`config.mk`:
```
export PLATFORM = sky130hd
export DESIGN_NAME = ctss_table
export DESIGN_NICKNAME = d
export VERILOG_FILES = /design/src/hdl/ctss_pkg.sv /design/src/hdl/ctss_table.sv
export SDC_FILE = /design/constraint.sdc
export NUM_CORES = 1
export LEC_CHECK = 0
export ABC_AREA = 0
export BUFFER_PORTS_ARGS = -buffer_cell sky130_fd_sc_hd__buf_2
export CORE_MARGIN = 1
export CORE_UTILIZATION = 40
export CTS_CLUSTER_DIAMETER = 80
export DETAILED_ROUTE_END_ITERATION = 12
export GPL_ROUTABILITY_DRIVEN = 0
export PLACE_DENSITY = 0.56
export SETUP_SLACK_MARGIN = 0.02
export SYNTH_ARGS = -nofsm -noshare
export SYNTH_HDL_FRONTEND = slang
export SYNTH_SLANG_ARGS = --single-unit
```
`constraint.sdc`:
```
create_clock -name clk -period 21.4 [get_ports clk]
set_input_delay 4.28 -clock clk [delete_from_list [all_inputs] [get_ports clk]]
set_output_delay 4.28 -clock clk [all_outputs]
set_load 0.02 [all_outputs]
```
`src/hdl/ctss_pkg.sv`:
```
package ctss_pkg;

    // Table geometry
    localparam int ENTRIES   = 8;
    localparam int IDX_W     = $clog2(ENTRIES);
    localparam int CNT_W     = $clog2(ENTRIES + 1);
    localparam int OUT_IDX_W = 3;

    // Operation codes
    typedef enum logic [2:0] {
        OP_INSERT  = 3'd0,
        OP_LIST    = 3'd1,
        OP_SORT    = 3'd2,
        OP_SSEARCH = 3'd3,
        OP_BSEARCH = 3'd4
    } op_e;

    // Status codes
    localparam logic [2:0] ST_OK    = 3'd0;
    localparam logic [2:0] ST_FULL  = 3'd1;
    localparam logic [2:0] ST_EMPTY = 3'd2;
    localparam logic [2:0] ST_FEW   = 3'd3;
    localparam logic [2:0] ST_MISS  = 3'd4;

    typedef struct packed {
        logic [2:0]         op;
        logic [63:0]        key_word_high;
        logic [63:0]        key_word_mid;
        logic [23:0]        key_word_low;
        logic signed [31:0] phone_in;
    } req_t;

    typedef struct packed {
        logic [2:0]           status;
        logic [OUT_IDX_W-1:0] entry_index;
        logic [63:0]          name_high_out;
        logic [63:0]          name_mid_out;
        logic [23:0]          name_low_out;
        logic signed [31:0]   phone_out;
        logic                 last;
    } rsp_t;

    // 152-bit key, compared as one unsigned big-endian number
    typedef struct packed {
        logic [63:0] hi;
        logic [63:0] mid;
        logic [23:0] lo;
    } key_t;

    typedef struct packed {
        key_t        key;
        logic [31:0] phone;
    } entry_t;

    typedef struct packed {
        logic lt;
        logic eq;
    } cmp_res_t;

    // Table position to the 3-bit reported index (wraps for wide tables)
    function automatic logic [OUT_IDX_W-1:0] out_idx(input logic [CNT_W-1:0] v);
        logic [CNT_W+OUT_IDX_W-1:0] ext;
        ext = {{OUT_IDX_W{1'b0}}, v};
        return ext[OUT_IDX_W-1:0];
    endfunction

    function automatic rsp_t make_status(input logic [2:0] st);
        rsp_t r;
        r        = '0;
        r.status = st;
        r.last   = 1'b1;
        return r;
    endfunction

    function automatic rsp_t make_entry(input entry_t e, input logic [CNT_W-1:0] pos,
                                        input logic lst);
        rsp_t r;
        r.status        = ST_OK;
        r.entry_index   = out_idx(pos);
        r.name_high_out = e.key.hi;
        r.name_mid_out  = e.key.mid;
        r.name_low_out  = e.key.lo;
        r.phone_out     = e.phone;
        r.last          = lst;
        return r;
    endfunction

endpackage

```
`src/hdl/ctss_table.sv`:
```
// Entry storage: one write port, two read ports with registered data
module ctss_table (
    input  logic                        clk,
    input  logic                        ren,
    input  logic [ctss_pkg::IDX_W-1:0]  raddr_a,
    input  logic [ctss_pkg::IDX_W-1:0]  raddr_b,
    input  logic                        wen,
    input  logic [ctss_pkg::IDX_W-1:0]  waddr,
    input  ctss_pkg::entry_t            wdata,
    output ctss_pkg::entry_t            rdata_a,
    output ctss_pkg::entry_t            rdata_b
);
    import ctss_pkg::*;

    entry_t mem [ENTRIES];

    // Write port
    always_ff @(posedge clk)
    begin
        if (wen)
        begin
            mem[waddr] <= wdata;
        end
    end

    // Read ports, data held until the next read
    always_ff @(posedge clk)
    begin
        if (ren)
        begin
            rdata_a <= mem[raddr_a];
            rdata_b <= mem[raddr_b];
        end
    end

endmodule

```
# Word level (Yosys, flattened, before mapping)
# Memory sizes are Yosys's and may differ from the RTL's. A register that Yosys moved wholly into a read port is not among the register bits.
# Index checks and enable logic that the tools add are counted.
# op_classes
n_mux,2
# ops
operator,n
1-bit 2-to-1 mux,2
# word_totals
register_bits,0
wordCells,3
mem_bits_rw,1472
memories,1
# mem_list
memory,depth,word_bits,rd,rd_ports_with_merged_regs,write_ports,line_no,rtl
mem,8,184,2,2,1,ctss_table.sv:15,entry_t mem [ENTRIES];

# Logic depth before layout (Yosys ltp)
# depth
ltp_word,2
depth_mapped,5

# Worst setup path after synthesis
# Ideal clock, no wire load.
# synth_path
kind,input port to flip-flop
startpoint,input port waddr[0] (netlist bit)
endpoint,"memory mem[0][0] (netlist bit), enable pin"
cell_stages,1
slack_ns,3.507
t_arrival_ns,16.937
path_buffers,0
required_ns,20.444
path_cell_list,nor3_1
# synth_rtl
item,line_no,rtl
"start, declared",ctss_table.sv:8,"input logic [ctss_pkg::IDX_W-1:0] waddr,"
"end, declared",ctss_table.sv:15,
# No word-level cell before the write port.

==> impl_metrics.yaml <==
status:
  outcome: "finished clean"
cells_and_area:
  final_area_um2: 89120
  fillers: 15840
  nets: 3987
  drive_gt1_share_pct: 50.96
  area_delta_synth_final_pct: 15.19
synth:
  synth-seq-cells: 1840
  synth_nets: 3357
  syn_area_um2: 77370
  yosysUniqueCellTypes: 11
  seq_area_frac_synth_pct: 71.41
  synth_cells: 3161
  ys.warnings.count: 0
  syn_area_per_cell_um2: 24.48
worst_hold_path:
  hold_class: "register to register"
drt:
  viasPerCell: 5.603
  first_iter_violations: 2606
  drc: 0
  num_vias: 36400
  wire_per_inst_um: 29.28
  totalWireLength_um: 190200
  detail_route.first_pass.iterations: 5
  ant_nets: 0
sta:
  drv_slew: 0
  min_period_ns: 7.987
  setup_ws_ns: 13.41
  tightest_slew_ns: 1.043
  report.final.setup_viol: 0
  setup_tns_ns: 0
  finClkSkew_ns: 0.05323
  fin_crit_sh_pct: 37.32
  rsz0062_at_grt: "no"
  fmax_mhz: 125.2
  slew_headroom_pct: 30.50
  finalHoldViolCount: 0
die:
  die_h_um: 441.8
  rows: 161
  die_area_um2: 195200
  coreArea_um2: 192400
  io_pins: 564
  start_util_pct: 40.22
  die_w_um: 441.8
clock_network:
  cts_buffers: 196
  htree_levels: 4
  clkTransAtPathRegs_ns: 0.06
  clock_path_buffers: 3
  postCtsHoldBufs: 0
  cts_sinks: 1840
  post_cts_buffers: 0
  cts_resized: 0
  cts_root_buf: "clkbuf_16"
  clock_latency_ns: 0.85
  cts_tree: "done"
global_routing:
  grt_pass1_vias: 39020
  antenna_found_initial: 42
  grt_start_max_net_pins: 129
  overflow: 0
  grt.total_usage_pct: 19.50
  grt_pass1_wl_um: 275300
power_and_ir_drop:
  power_density_nw_per_um2: 91.94
  peakVddDrop_mv: 0.06656
  p_leak_uw: 0.02885
placed_design:
  port-buffer-count: 563
  place_hpwl_um: 106600
  pre_cts_ws_ns: 12.50
  placed_cell_area_um2: 82750
critical_path:
  crit_path_end_kind: "register"
  arrival_ns: 8.56
  crit_type: "input pin to register"
  start_kind: "input pin"
  cp_max_fo: 93
  cp.required_ns: 21.98
flow_run:
  drv_cap: 0
==> placed cells by master, fill, tap and decap left out <==
master and n:
nor3_2 2, inv_6 2, buf_4 68, clkinv_8 2, buf_8 7, buf_2 556, bufinv_16 16, nor2_4 6
edfxtp_1 1840, clkinvlp_4 2, inv_8 2, clkinv_16 7, buf_12 5, mux2_2 368, clkbuf_1 41, inv_16 4
nand2b_1 3, clkinv_2 34, nand2_1 2, clkbuf_16 198, diode_2 17, mux4_2 736, clkinv_1 53
==> sequential cells by signal (all words and copies together), names as in the netlist <==
name     cells
mem       1472
rdata_a    184
rdata_b    184
==> cell usage after synthesis <==
cell / number / area, um2
clkbuf_1: 56 / 210.2
mux2_2: 368 / 4144
edfxtp_1: 1840 / 55250
nand2b_1: 3 / 18.77
buf_6: 72 / 810.8
nor3_1: 2 / 10.01
buf_1: 50 / 187.7
nor2_1: 6 / 22.52
buf_2: 26 / 130.1
mux4_2: 736 / 16580
nand2_1: 2 / 7.510
==> routing by layer <==
metal	routed length, um	track usage (%)	vias to the layer above
met5	69	0	-
met4	6624	6.482	10
met3	8140	3.129	334
met2	99850	34.50	951
met1	75550	24.36	19870
li1	-	-	15240
==> final cells by class <==
type                       instances  area, um2  share of cell area [%]
multi-input combinational       1117      20830                   23.38
clock buffer                     239       5109                   5.732
antenna                           17      42.54                 0.04773
clock inverter                   122       1227                   1.377
timing repair buffer             636       3498                   3.925
tap                             2526       3161                   3.546
sequential                      1840      55250                   62.00
==> critical path, cell delays in order <==
cell	delay (ns)
buf_8	0.65
buf_4	0.65
buf_4	0.61
buf_4	0.88
buf_4	0.63
mux4_2	0.40
mux2_2	0.28
==> worst paths after layout <==
path,depth (start not counted),start,slack [ns],end
worst max-delay path,7,raddr_a[2],13.41,rdata_a[169]$_DFFE_PP_
worst min-delay path,2,mem[4][81]$_DFFE_PP_,0.76,rdata_a[81]$_DFFE_PP_
worst max register to register,2,mem[7][83]$_DFFE_PP_,19.95,rdata_a[83]$_DFFE_PP_
worst min register to register,2,mem[4][81]$_DFFE_PP_,0.76,rdata_a[81]$_DFFE_PP_
==> through the flow <==
stage	instances	utilization [%]	power, uW	hold slack, ns
6_report	6497	46.33	8194	0.7572
5_1_grt	6487	46.31	8458	0.7812
4_1_cts	6480	46.31	8292	0.7540
3_5_place_dp	6119	43.01	4961	0.7666
3_3_place_gp	6119	43.01	4953	0.7620
2_1_floorplan	3161	-	4717	0.7525
==> power by group <==
part           internal [uW]  total, uW  switching, uW
sequential              4150       4200           58.5
clock                   1900       3320           1420
combinational            294        665            370
total                   6340       8190           1850
==> cells by family (layout without fill, tap and decap cells) <==
group	Yosys count	in the layout	share of synthesized area (%)
buffers and inverters	204	997	1.730
multiplexers	1104	1104	26.78
other	0	17	0
AND/OR/NAND/NOR	13	13	0.07601
flip-flops	1840	1840	71.41
(Power assumes the default switching activity.)
