==> src/hdl/ctss_pkg.sv <==
package ctss_pkg;

    // Table geometry
    localparam int ENTRIES   = 8;
    localparam int IDX_W     = $clog2(ENTRIES);
    localparam int CNT_W     = $clog2(ENTRIES + 1);
    localparam int OUT_IDX_W = 3;

    // Operation codes
    typedef enum logic [2:0] {
        OP_INSERT  = 3'd0,
        OP_LIST    = 3'd1,
        OP_SORT    = 3'd2,
        OP_SSEARCH = 3'd3,
        OP_BSEARCH = 3'd4
    } op_e;

    // Status codes
    localparam logic [2:0] ST_OK    = 3'd0;
    localparam logic [2:0] ST_FULL  = 3'd1;
    localparam logic [2:0] ST_EMPTY = 3'd2;
    localparam logic [2:0] ST_FEW   = 3'd3;
    localparam logic [2:0] ST_MISS  = 3'd4;

    typedef struct packed {
        logic [2:0]         op;
        logic [63:0]        key_word_high;
        logic [63:0]        key_word_mid;
        logic [23:0]        key_word_low;
        logic signed [31:0] phone_in;
    } req_t;

    typedef struct packed {
        logic [2:0]           status;
        logic [OUT_IDX_W-1:0] entry_index;
        logic [63:0]          name_high_out;
        logic [63:0]          name_mid_out;
        logic [23:0]          name_low_out;
        logic signed [31:0]   phone_out;
        logic                 last;
    } rsp_t;

    // 152-bit key, compared as one unsigned big-endian number
    typedef struct packed {
        logic [63:0] hi;
        logic [63:0] mid;
        logic [23:0] lo;
    } key_t;

    typedef struct packed {
        key_t        key;
        logic [31:0] phone;
    } entry_t;

    typedef struct packed {
        logic lt;
        logic eq;
    } cmp_res_t;

    // Table position to the 3-bit reported index (wraps for wide tables)
    function automatic logic [OUT_IDX_W-1:0] out_idx(input logic [CNT_W-1:0] v);
        logic [CNT_W+OUT_IDX_W-1:0] ext;
        ext = {{OUT_IDX_W{1'b0}}, v};
        return ext[OUT_IDX_W-1:0];
    endfunction

    function automatic rsp_t make_status(input logic [2:0] st);
        rsp_t r;
        r        = '0;
        r.status = st;
        r.last   = 1'b1;
        return r;
    endfunction

    function automatic rsp_t make_entry(input entry_t e, input logic [CNT_W-1:0] pos,
                                        input logic lst);
        rsp_t r;
        r.status        = ST_OK;
        r.entry_index   = out_idx(pos);
        r.name_high_out = e.key.hi;
        r.name_mid_out  = e.key.mid;
        r.name_low_out  = e.key.lo;
        r.phone_out     = e.phone;
        r.last          = lst;
        return r;
    endfunction

endpackage

==> src/hdl/ctss_cmp.sv <==
// Shared key comparator: lhs against rhs, unsigned over all 152 bits
module ctss_cmp (
    input  ctss_pkg::key_t     lhs,
    input  ctss_pkg::key_t     rhs,
    output ctss_pkg::cmp_res_t res
);
    import ctss_pkg::*;

    assign res.lt = (lhs < rhs);
    assign res.eq = (lhs == rhs);

endmodule

==> config.mk <==
export PLATFORM = sky130hd
export DESIGN_NAME = ctss_cmp
export DESIGN_NICKNAME = d
export VERILOG_FILES = /design/src/hdl/ctss_pkg.sv /design/src/hdl/ctss_cmp.sv
export SDC_FILE = /design/constraint.sdc
export NUM_CORES = 1
export LEC_CHECK = 0
export BUFFER_PORTS_ARGS = -buffer_cell sky130_fd_sc_hd__buf_2
export CAP_MARGIN = 25
export CORE_AREA = 2 2 117 119
export DETAILED_ROUTE_END_ITERATION = 16
export DIE_AREA = 0 0 119 121
export PLACE_DENSITY = 0.71
export SYNTH_ARGS = -nofsm -noshare
export SYNTH_HDL_FRONTEND = slang
export SYNTH_SLANG_ARGS = --single-unit
==> constraint.sdc <==
create_clock -name vclk -period 2.36
set_input_delay 0.354 -clock vclk [all_inputs]
set_output_delay 0.354 -clock vclk [all_outputs]
set_load 0.02 [all_outputs]
# Word level (Yosys, flattened, before mapping)

Cells that the tools add are included.

Mux-type cells: 0
Equality and inequality tests: 1
$mul: 0
Magnitude comparators: 1
$add $sub $neg: 0
Reduce and logical (&&, ||, !) cells: 0
Bitwise operators: 0
Shifts and indexed selects: 0
Div/mod/pow operators: 0

Operators by type and width:

| cell           | count |
|---|---|
| $eq 152x152->1 | 1 |
| $lt 152x152->1 | 1 |

Word-level logic and storage cells: 2
Input port bits: 304
Memory bits (read-only): 0
Memories: 0
Bits in writable memories: 0
Bits in registers: 0
Bits in latches: 0
Output and inout port bits: 2

# Longest topological paths before layout

Gate-level depths: netlist of the first run.

Depth in word-level cells: 1
Depth in mapped cells: 9

# Worst setup path before layout of the first run

OpenSTA, ideal clock, no wires.

Kind: input to output
From: in rhs[1] in the netlist's numbering
To: out res[1] in the netlist's numbering
Arrival: 2.037 ns
Path slack: -0.031 ns
Data required time: 2.006 ns
Buffers on the path: 0
Stages on the path: 9
Cells stage by stage: inv_1 -> ha_1 -> nor2b_1 -> o211ai_1 -> a21oi_1 -> o311a_1 -> o31ai_1 -> a21oi_1 -> nor3_1

RTL lines:

| item            | line          | RTL |
|---|---|---|
| start, declared | ctss_cmp.sv:4 | `input ctss_pkg::key_t rhs,` |
| end, declared   | ctss_cmp.sv:5 | `output ctss_pkg::cmp_res_t res` |

==> results of run 1 <==
-- repair_timing --
action,CTS,global route
cloned,0,0
setup endpoints to repair,2,2
pin swaps,14,19
resized for setup,34,29
setup buffers,3,3
-- tightest hold or removal path, delay by kind of cell --
family / cells / cell delay, ns
buffers and inverters: 2 / 0.23
AO/OA/AOI/OAI: 2 / 0.20
adder cells (fa/ha/maj): 1 / 0.13
AND/OR/NAND/NOR: 1 / 0.05
-- metal layers --
| layer | track usage, % | share of wire, % |
|---|---|---|
| met5 | 0 | 0.44 |
| met4 | 1.86 | 1.5 |
| met2 | 37.5 | 55 |
| met3 | 4.32 | 8.2 |
| met1 | 16.7 | 35 |
-- worst paths after layout --
path                  endpoint  depth (start not counted)      from
worst min-delay path    res[1]                          6  lhs[119]
worst max-delay path    res[1]                         10  lhs[148]
-- logic make-up (layout without fill, tap and decap cells) --
group | Yosys count | in the layout | share of synthesized area [%]
buffers and inverters | 154 | 492 | 15.1
adder cells (fa/ha/maj) | 152 | 152 | 49.5
AO/OA/AOI/OAI | 129 | 129 | 20.2
AND/OR/NAND/NOR | 101 | 101 | 15.2
-- layout make-up --
type | count | share of cell area [%]
well taps | 176 | 3.53
multi-input cells | 382 | 57.4
repair buffers | 338 | 29.7
inverters | 154 | 9.34
-- stage by stage --
step           power, mW  setup WS (ns)  std cells  area (um2)  hold slack [ns]
2_1_floorplan      0.450         0.0227        536        3840             1.10
3_3_place_gp       0.856         -0.328       1044        5790             1.34
3_5_place_dp       0.871         -0.413       1044        5790             1.34
4_1_cts            0.915         -0.251       1047        6010             1.33
5_1_grt             1.11         -0.389       1050        6240             1.40
6_report           0.969         -0.283       1050        6240             1.33
-- cells in the final DEF, fill, tap and decap left out, types with 3 or more instances in the layout --
master    synthesis  routed
buf_2             0     292
inv_1           154     143
ha_1            152     134
a21oi_1          59      57
buf_4             0      33
a21o_1           32      32
nand2_1          29      28
nand4_1          24      24
o21ai_0          20      19
ha_4              0      18
buf_6             0      13
inv_2             0       9
nor2_1            9       8
nand3_1           8       8
nor3_1            6       4
o211ai_1          4       4
a221oi_1          4       3
and4_1            3       3
nand2b_1          3       3
nand4_4           0       3
nor4_4            1       3
nor2b_1           3       3
-- where the power goes --
part           internal [mW]  switching (mW)  total (mW)
clock network              0               0           0
registers                  0               0           0
logic                  0.529           0.439       0.969
total                  0.529           0.439       0.969
==> flow_summary.yaml, run 1 <==
run_status:
  outcome: "finished with violations"
  violations: "setup timing"
cells_and_area:
  finish.net_count: 1332
  multi_input_area_um2: 3590
  drive_gt1_share_pct: 44.4
  antenna_cells: 0
  finish.utilization_pct: 47.7
  seq_area_um2: 0
  fillers: 1300
  design.seq.count: 0
  syn_to_final_growth_pct: 62.7
  clock_buffers: 0
setup_path:
  slowest_delay_ns: 0.39
  cp.required_ns: 2.01
  slowest_stage: "nor4_4"
  cp.arrival_ns: 2.29
  cp_common_cell: "nor4_4"
  critical-path-top-delay-family: "simple AND/OR/NAND/NOR gates"
  crit_type: "input port to output pin"
  cp_num_buf_inv: 2
  crit_chain: "buf_2, ha_4, nand4_4, nor4_4, nand3_2, nor4_4, nand4b_1, a21oi_2, nor3_2, buf_4"
  cp_max_fo: 2
  crit_path_end_kind: "output pin"
  cp-start-kind: "input port"
floorplan:
  die_h_um: 121
  die_width_um: 119
  rows: 42
  core-area_um2: 13100
  die_area_um2: 14400
  ios: 306
  initial_core_util_pct: 29.3
yosys:
  synth_cells: 536
  yosys_warnings: 0
  synth_top_cell_area_share_pct: 49.5
  synth_largest_area_cell: "ha_1"
  syn_avg_cell_area_um2: 7.16
  synth_area_um2: 3840
  syn_nets: 992
  synth.most_common_cell: "inv_1"
  synth.top_cells.by_area: "ha_1 (50%), inv_1 (15%), a21oi_1 (7.7%)"
  synthTopCellsByCount: "inv_1 (154), ha_1 (152), a21oi_1 (59)"
  ys_types: 33
  yosysSeqAreaShare_pct: 0
detailed_routing:
  drt-total-wl_um: 13700
  drt_iter0_drc: 83
  routedWlPerCell_um: 13.1
  vias_per_cell: 4.61
  dr.pass1.iters: 4
  drcViolationCount: 0
  antenna_left: 0
  vias: 4843
placement:
  gp_congestion: 0.820
  hpwl_um: 12300
  portBuffers: 306
power_and_ir_drop:
  vdd.ir_drop.worst_mv: 0.0700
  p_leak_nw: 3.97
  powerDensity_nw_per_um2: 155
timing:
  period_share_pct: 112
  worstMarginPinSlew_ns: 0.342
  hold_violations: 0
  setup_slack_ns: -0.283
  fin_setup_tns_ns: -0.566
  maxSlewViolCount: 0
  finalSetupViolations: 2
  final.min_clock_period_ns: 2.64
  max_freq_ghz: 0.378
  rsz0062_at_grt: "yes"
  maxSlewHeadroom_pct: 77.0
grt:
  track_usage_pct: 17.4
  grt_max_degree: 4
  grt_pass1_wl_um: 20700
  grt_pass1_vias: 4790
  antenna_found_initial: 5
  gr-total-overflow: 0
job:
  drv_cap: 0
hold_path:
  hold_class: "input port to output pin"
clock_network:
  cts_hold_buf: 0
No activity file was read; power rests on OpenSTA's default activity.
==> run 2: changes to the inputs <==
--- a/config.mk
+++ b/config.mk
@@ -7,10 +7,10 @@
 export LEC_CHECK = 0
 export BUFFER_PORTS_ARGS = -buffer_cell sky130_fd_sc_hd__buf_2
 export CAP_MARGIN = 25
-export CORE_AREA = 2 2 117 119
+export CORE_AREA = 2 2 118 120
 export DETAILED_ROUTE_END_ITERATION = 16
-export DIE_AREA = 0 0 119 121
-export PLACE_DENSITY = 0.71
+export DIE_AREA = 0 0 120 122
+export PLACE_DENSITY = 0.7
 export SYNTH_ARGS = -nofsm -noshare
 export SYNTH_HDL_FRONTEND = slang
 export SYNTH_SLANG_ARGS = --single-unit
==> constraint.sdc (replaced) <==
create_clock -name vclk -period 2.36
set_input_delay 0.354 -clock vclk [all_inputs]
set_output_delay 0.354 -clock vclk [all_outputs]
set_load 0.05 [all_outputs]
==> run 2 against run 1 <==
Compared with the run above: the run still ends with setup timing left; global-route usage shrank 0.29 points; critical path depth is the same; total power rose by 1.7%; non-clock buffer count is 2 higher; sequential share of layout area unchanged; cell count is 0.57% higher; worst hold slack better by 0.10 ns; routed wire length decreased by 1.3%; fmax fell by 0.57%; critical path type unchanged; largest power group unchanged; highest routed layer is now met4.
==> flow_summary.yaml, run 2 (synthesis results as in run 1) <==
run_status:
  outcome: "finished with violations"
  violations: "setup timing"
setup_path:
  cp.arrival_ns: 2.30
  crit_type: "input port to output pin"
  cp-start-kind: "input port"
  crit_path_end_kind: "output pin"
  cp.required_ns: 2.01
  slowest_delay_ns: 0.35
  crit_chain: "buf_2, ha_1, a21o_1, a21o_1, a21oi_1, nor2b_1, o31ai_1, o211ai_1, nor3_4, buf_6"
  slowest_stage: "o31ai_1"
  cp_max_fo: 2
  cp_common_cell: "a21o_1"
  critical-path-top-delay-family: "compound AO/OA/AOI/OAI gates"
  cp_num_buf_inv: 2
cells_and_area:
  design.seq.count: 0
  final_cell_area_um2: 6310
  fillers: 1372
  finish.net_count: 1334
  final_cells: 1056
  multi_input_area_um2: 3560
  drive_gt1_share_pct: 44.7
  syn_to_final_growth_pct: 64.4
  layout_common_cells: "buf_2 (283), inv_1 (140), ha_1 (135), a21oi_1 (57), buf_4 (34)"
  final_common_cell: "buf_2"
  seq_area_um2: 0
  antenna_cells: 0
  clock_buffers: 0
timing:
  final.min_clock_period_ns: 2.66
  finalSetupViolations: 2
  period_share_pct: 113
  hold_violations: 0
  rsz0062_at_grt: "yes"
  worstMarginPinSlew_ns: 0.348
  max_freq_ghz: 0.376
  maxSlewViolCount: 0
  setup_slack_ns: -0.298
  maxSlewHeadroom_pct: 76.6
  fin_setup_tns_ns: -0.565
grt:
  grt_pass1_wl_um: 20900
  track_usage_pct: 17.1
  grt_pass1_vias: 4918
  antenna_found_initial: 0
  gr-total-overflow: 0
  grt_max_degree: 4
placement:
  dpl_cell_area_um2: 5910
  portBuffers: 306
  place_ws_ns: -0.573
  place_inst: 1055
  hpwl_um: 12300
  gp_congestion: 0.836
floorplan:
  die_h_um: 122
  initial_core_util_pct: 28.4
  die_width_um: 120
  rows: 43
  ios: 306
  core-area_um2: 13500
  die_area_um2: 14600
hold_path:
  hold_class: "input port to output pin"
detailed_routing:
  drcViolationCount: 0
  drt-total-wl_um: 13500
  vias_per_cell: 4.54
  routedWlPerCell_um: 12.8
  drt_iter0_drc: 76
  antenna_left: 0
  vias: 4790
  dr.pass1.iters: 4
power_and_ir_drop:
  vdd.ir_drop.worst_mv: 0.0648
  p_leak_nw: 3.99
  powerDensity_nw_per_um2: 156
  total_power_uw: 985
clock_network:
  cts_hold_buf: 0
job:
  drv_cap: 0
-- run 2: cell count changes in the layout (fill, tap and decap cells not counted), sizes merged --
cell,before,now
buf,338,340
-- run 2: path summary, 6_finish.rpt --
kind                     start      to  cells after the start
worst max-delay path  lhs[121]  res[1]                     10
worst min-delay path    lhs[1]  res[0]                      7
-- run 2: what timing repair did --
action / 4_1_cts / 5_1_grt
setup endpoints to repair: 2 / 2
gates resized for setup: 41 / 21
pin swaps: 16 / 10
setup buffers: 1 / 0
-- run 2: area by class of cell --
cell class                 count  area share [%]
multi-input combinational    382            56.4
timing repair buffer         340            30.6
inverter                     154            9.40
tap                          180            3.57
-- run 2: power breakdown --
group,switching (mW),internal (mW),leakage (nW)
Combinational,0.443,0.542,3.99
Sequential,0,0,0
Clock,0,0,0
Total,0.443,0.542,3.99
-- run 2: routing by layer --
metal | part of all wire (%) | GRT usage (%)
met1 | 39 | 18.8
met2 | 51 | 34.4
met3 | 7.8 | 3.00
met4 | 1.8 | 2.72
met5 | 0 | 0
-- run 2: through the flow --
stage | hold slack [ns] | utilization (%)
2_1_floorplan | 1.18 | -
4_1_cts | 1.43 | 45.6
3_3_place_gp | 1.45 | 43.8
5_1_grt | 1.46 | 46.7
6_report | 1.43 | 46.7
3_5_place_dp | 1.45 | 43.8
==> run 3: changes to the inputs <==
--- a/config.mk
+++ b/config.mk
@@ -5,12 +5,13 @@
 export SDC_FILE = /design/constraint.sdc
 export NUM_CORES = 1
 export LEC_CHECK = 0
+export ABC_AREA = 1
 export BUFFER_PORTS_ARGS = -buffer_cell sky130_fd_sc_hd__buf_2
 export CAP_MARGIN = 25
 export CORE_AREA = 2 2 118 120
 export DETAILED_ROUTE_END_ITERATION = 16
 export DIE_AREA = 0 0 120 122
-export PLACE_DENSITY = 0.7
+export PLACE_DENSITY = 0.73
 export SYNTH_ARGS = -nofsm -noshare
 export SYNTH_HDL_FRONTEND = slang
 export SYNTH_SLANG_ARGS = --single-unit
==> run 3 against run 2 <==
Compared with the run above: the flow now finishes without violations; final area shrank 1.8%; flip-flop and latch count stayed put; non-clock buffer count decreased by 28; synthesized area is 10% higher; routed wire length fell by 8.3%; worst hold slack worse by 0.11 ns; sequential share of layout area did not move; clock-buffer cell count stayed put; fmax is 17% higher; die area did not move; highest routed layer unchanged.
==> flow_summary.yaml, run 3 <==
run_status:
  outcome: "finished, final reports clean"
detailed_routing:
  antenna_left: 0
  routedWlPerCell_um: 10.5
  vias: 5084
  drcViolationCount: 0
  dr.pass1.iters: 4
  drt-total-wl_um: 12400
  vias_per_cell: 4.28
  drt_iter0_drc: 70
job:
  drv_cap: 0
timing:
  rsz0062_at_grt: "yes"
  maxSlewViolCount: 0
  final.min_clock_period_ns: 2.27
  maxSlewHeadroom_pct: 83.8
  max_freq_ghz: 0.440
  finalSetupViolations: 0
  period_share_pct: 96.3
  fin_setup_tns_ns: 0
  worstMarginPinSlew_ns: 0.243
  hold_violations: 0
placement:
  dpl_cell_area_um2: 6020
  portBuffers: 306
  hpwl_um: 11800
  gp_congestion: 0.853
  place_inst: 1186
yosys:
  synth_cells: 695
  synth_area_um2: 4230
  yosysSeqAreaShare_pct: 0
  ys_types: 22
  synth.most_common_cell: "inv_1"
  synthTopCellsByCount: "inv_1 (187), nand2_1 (163), ha_1 (152)"
  synth_top_cell_area_share_pct: 45.0
  synth.top_cells.by_area: "ha_1 (45%), inv_1 (17%), nand2_1 (14%)"
  syn_nets: 1151
  syn_avg_cell_area_um2: 6.08
  yosys_warnings: 0
  synth_largest_area_cell: "ha_1"
cells_and_area:
  multi_input_area_um2: 3670
  layout_common_cells: "buf_2 (304), inv_1 (187), nand2_1 (157), ha_1 (149), a21oi_1 (62)"
  final_cells: 1187
  final_common_cell: "buf_2"
  antenna_cells: 0
  finish.utilization_pct: 45.9
  fillers: 1452
  finish.net_count: 1465
  final_cell_area_um2: 6200
  seq_area_um2: 0
  design.seq.count: 0
  drive_gt1_share_pct: 36.2
  clock_buffers: 0
  syn_to_final_growth_pct: 46.7
setup_path:
  cp.arrival_ns: 1.92
  cp_max_fo: 3
  crit_type: "input port to output pin"
  crit_path_end_kind: "output pin"
  cp.required_ns: 2.01
  cp-start-kind: "input port"
hold_path:
  hold_class: "input port to output pin"
grt:
  gr-total-overflow: 0
  antenna_found_initial: 0
  grt_pass1_vias: 4670
  grt_pass1_wl_um: 19100
  track_usage_pct: 15.4
  grt_max_degree: 4
floorplan:
  die_width_um: 120
  die_h_um: 122
  core-area_um2: 13500
  ios: 306
  rows: 43
  initial_core_util_pct: 31.3
  die_area_um2: 14600
power_and_ir_drop:
  vdd.ir_drop.worst_mv: 0.0583
  total_power_uw: 916
  p_leak_nw: 4.13
  powerDensity_nw_per_um2: 148
## run 3: kinds of logic (layout without fill, tap and decap cells)
group	Yosys count	in the layout	share of synthesized area (%)
and+or+nand+nor	258	258	26.1
adders and majority gates	152	152	45.0
AOI/OAI and AO/OA	94	94	12.0
buffers and inverters	191	503	17.0
## run 3: final cells by class
type,instances,area share (%)
inverter,191,11.6
multi-input combinational,504,59.2
tap,180,3.63
timing repair buffer,312,25.6
## run 3: power breakdown
part / leakage, nW / switching [mW] / internal (mW)
logic: 4.13 / 0.458 / 0.457
registers: 0 / 0 / 0
clock network: 0 / 0 / 0
total: 4.13 / 0.458 / 0.457
## run 3: what timing repair did
action,4_1_cts,5_1_grt
pin swaps,0,14
endpoints found under the setup margin,2,2
gates resized for setup,2,40
hold buffers,0,0
setup buffers,0,1
## run 3: routing by layer
metal / track usage, % / vias up / wire length (um)
met5: 0 / - / 0
li1: - / 2822 / -
met4: 1.99 / 0 / 211
met3: 2.15 / 18 / 926
met1: 17.8 / 2059 / 5150
met2: 30.3 / 185 / 6120
## run 3: worst max-delay path: stages
cell and delay, ns:
buf_2 0.07, inv_1 0.07, ha_4 0.28, nand2_1 0.07, nor2_2 0.11, nand2_2 0.10, nor4_4 0.23, buf_4 0.15
nand3_1 0.08, nor3_2 0.21, buf_6 0.19
## run 3: per-stage QoR
step / setup slack, ns / hold WS [ns]
2_1_floorplan: 0.0755 / 1.12
3_3_place_gp: -0.0119 / 1.38
3_5_place_dp: -0.0375 / 1.38
4_1_cts: 0.00400 / 1.36
5_1_grt: -0.0116 / 1.35
6_report: 0.0866 / 1.31
## run 3: path summary, 6_finish.rpt
path / slack, ns / start / cells past startpoint / endpoint
worst max-delay path: 0.09 / rhs[39] / 11 / res[0]
worst min-delay path: 1.31 / rhs[0] / 5 / res[0]
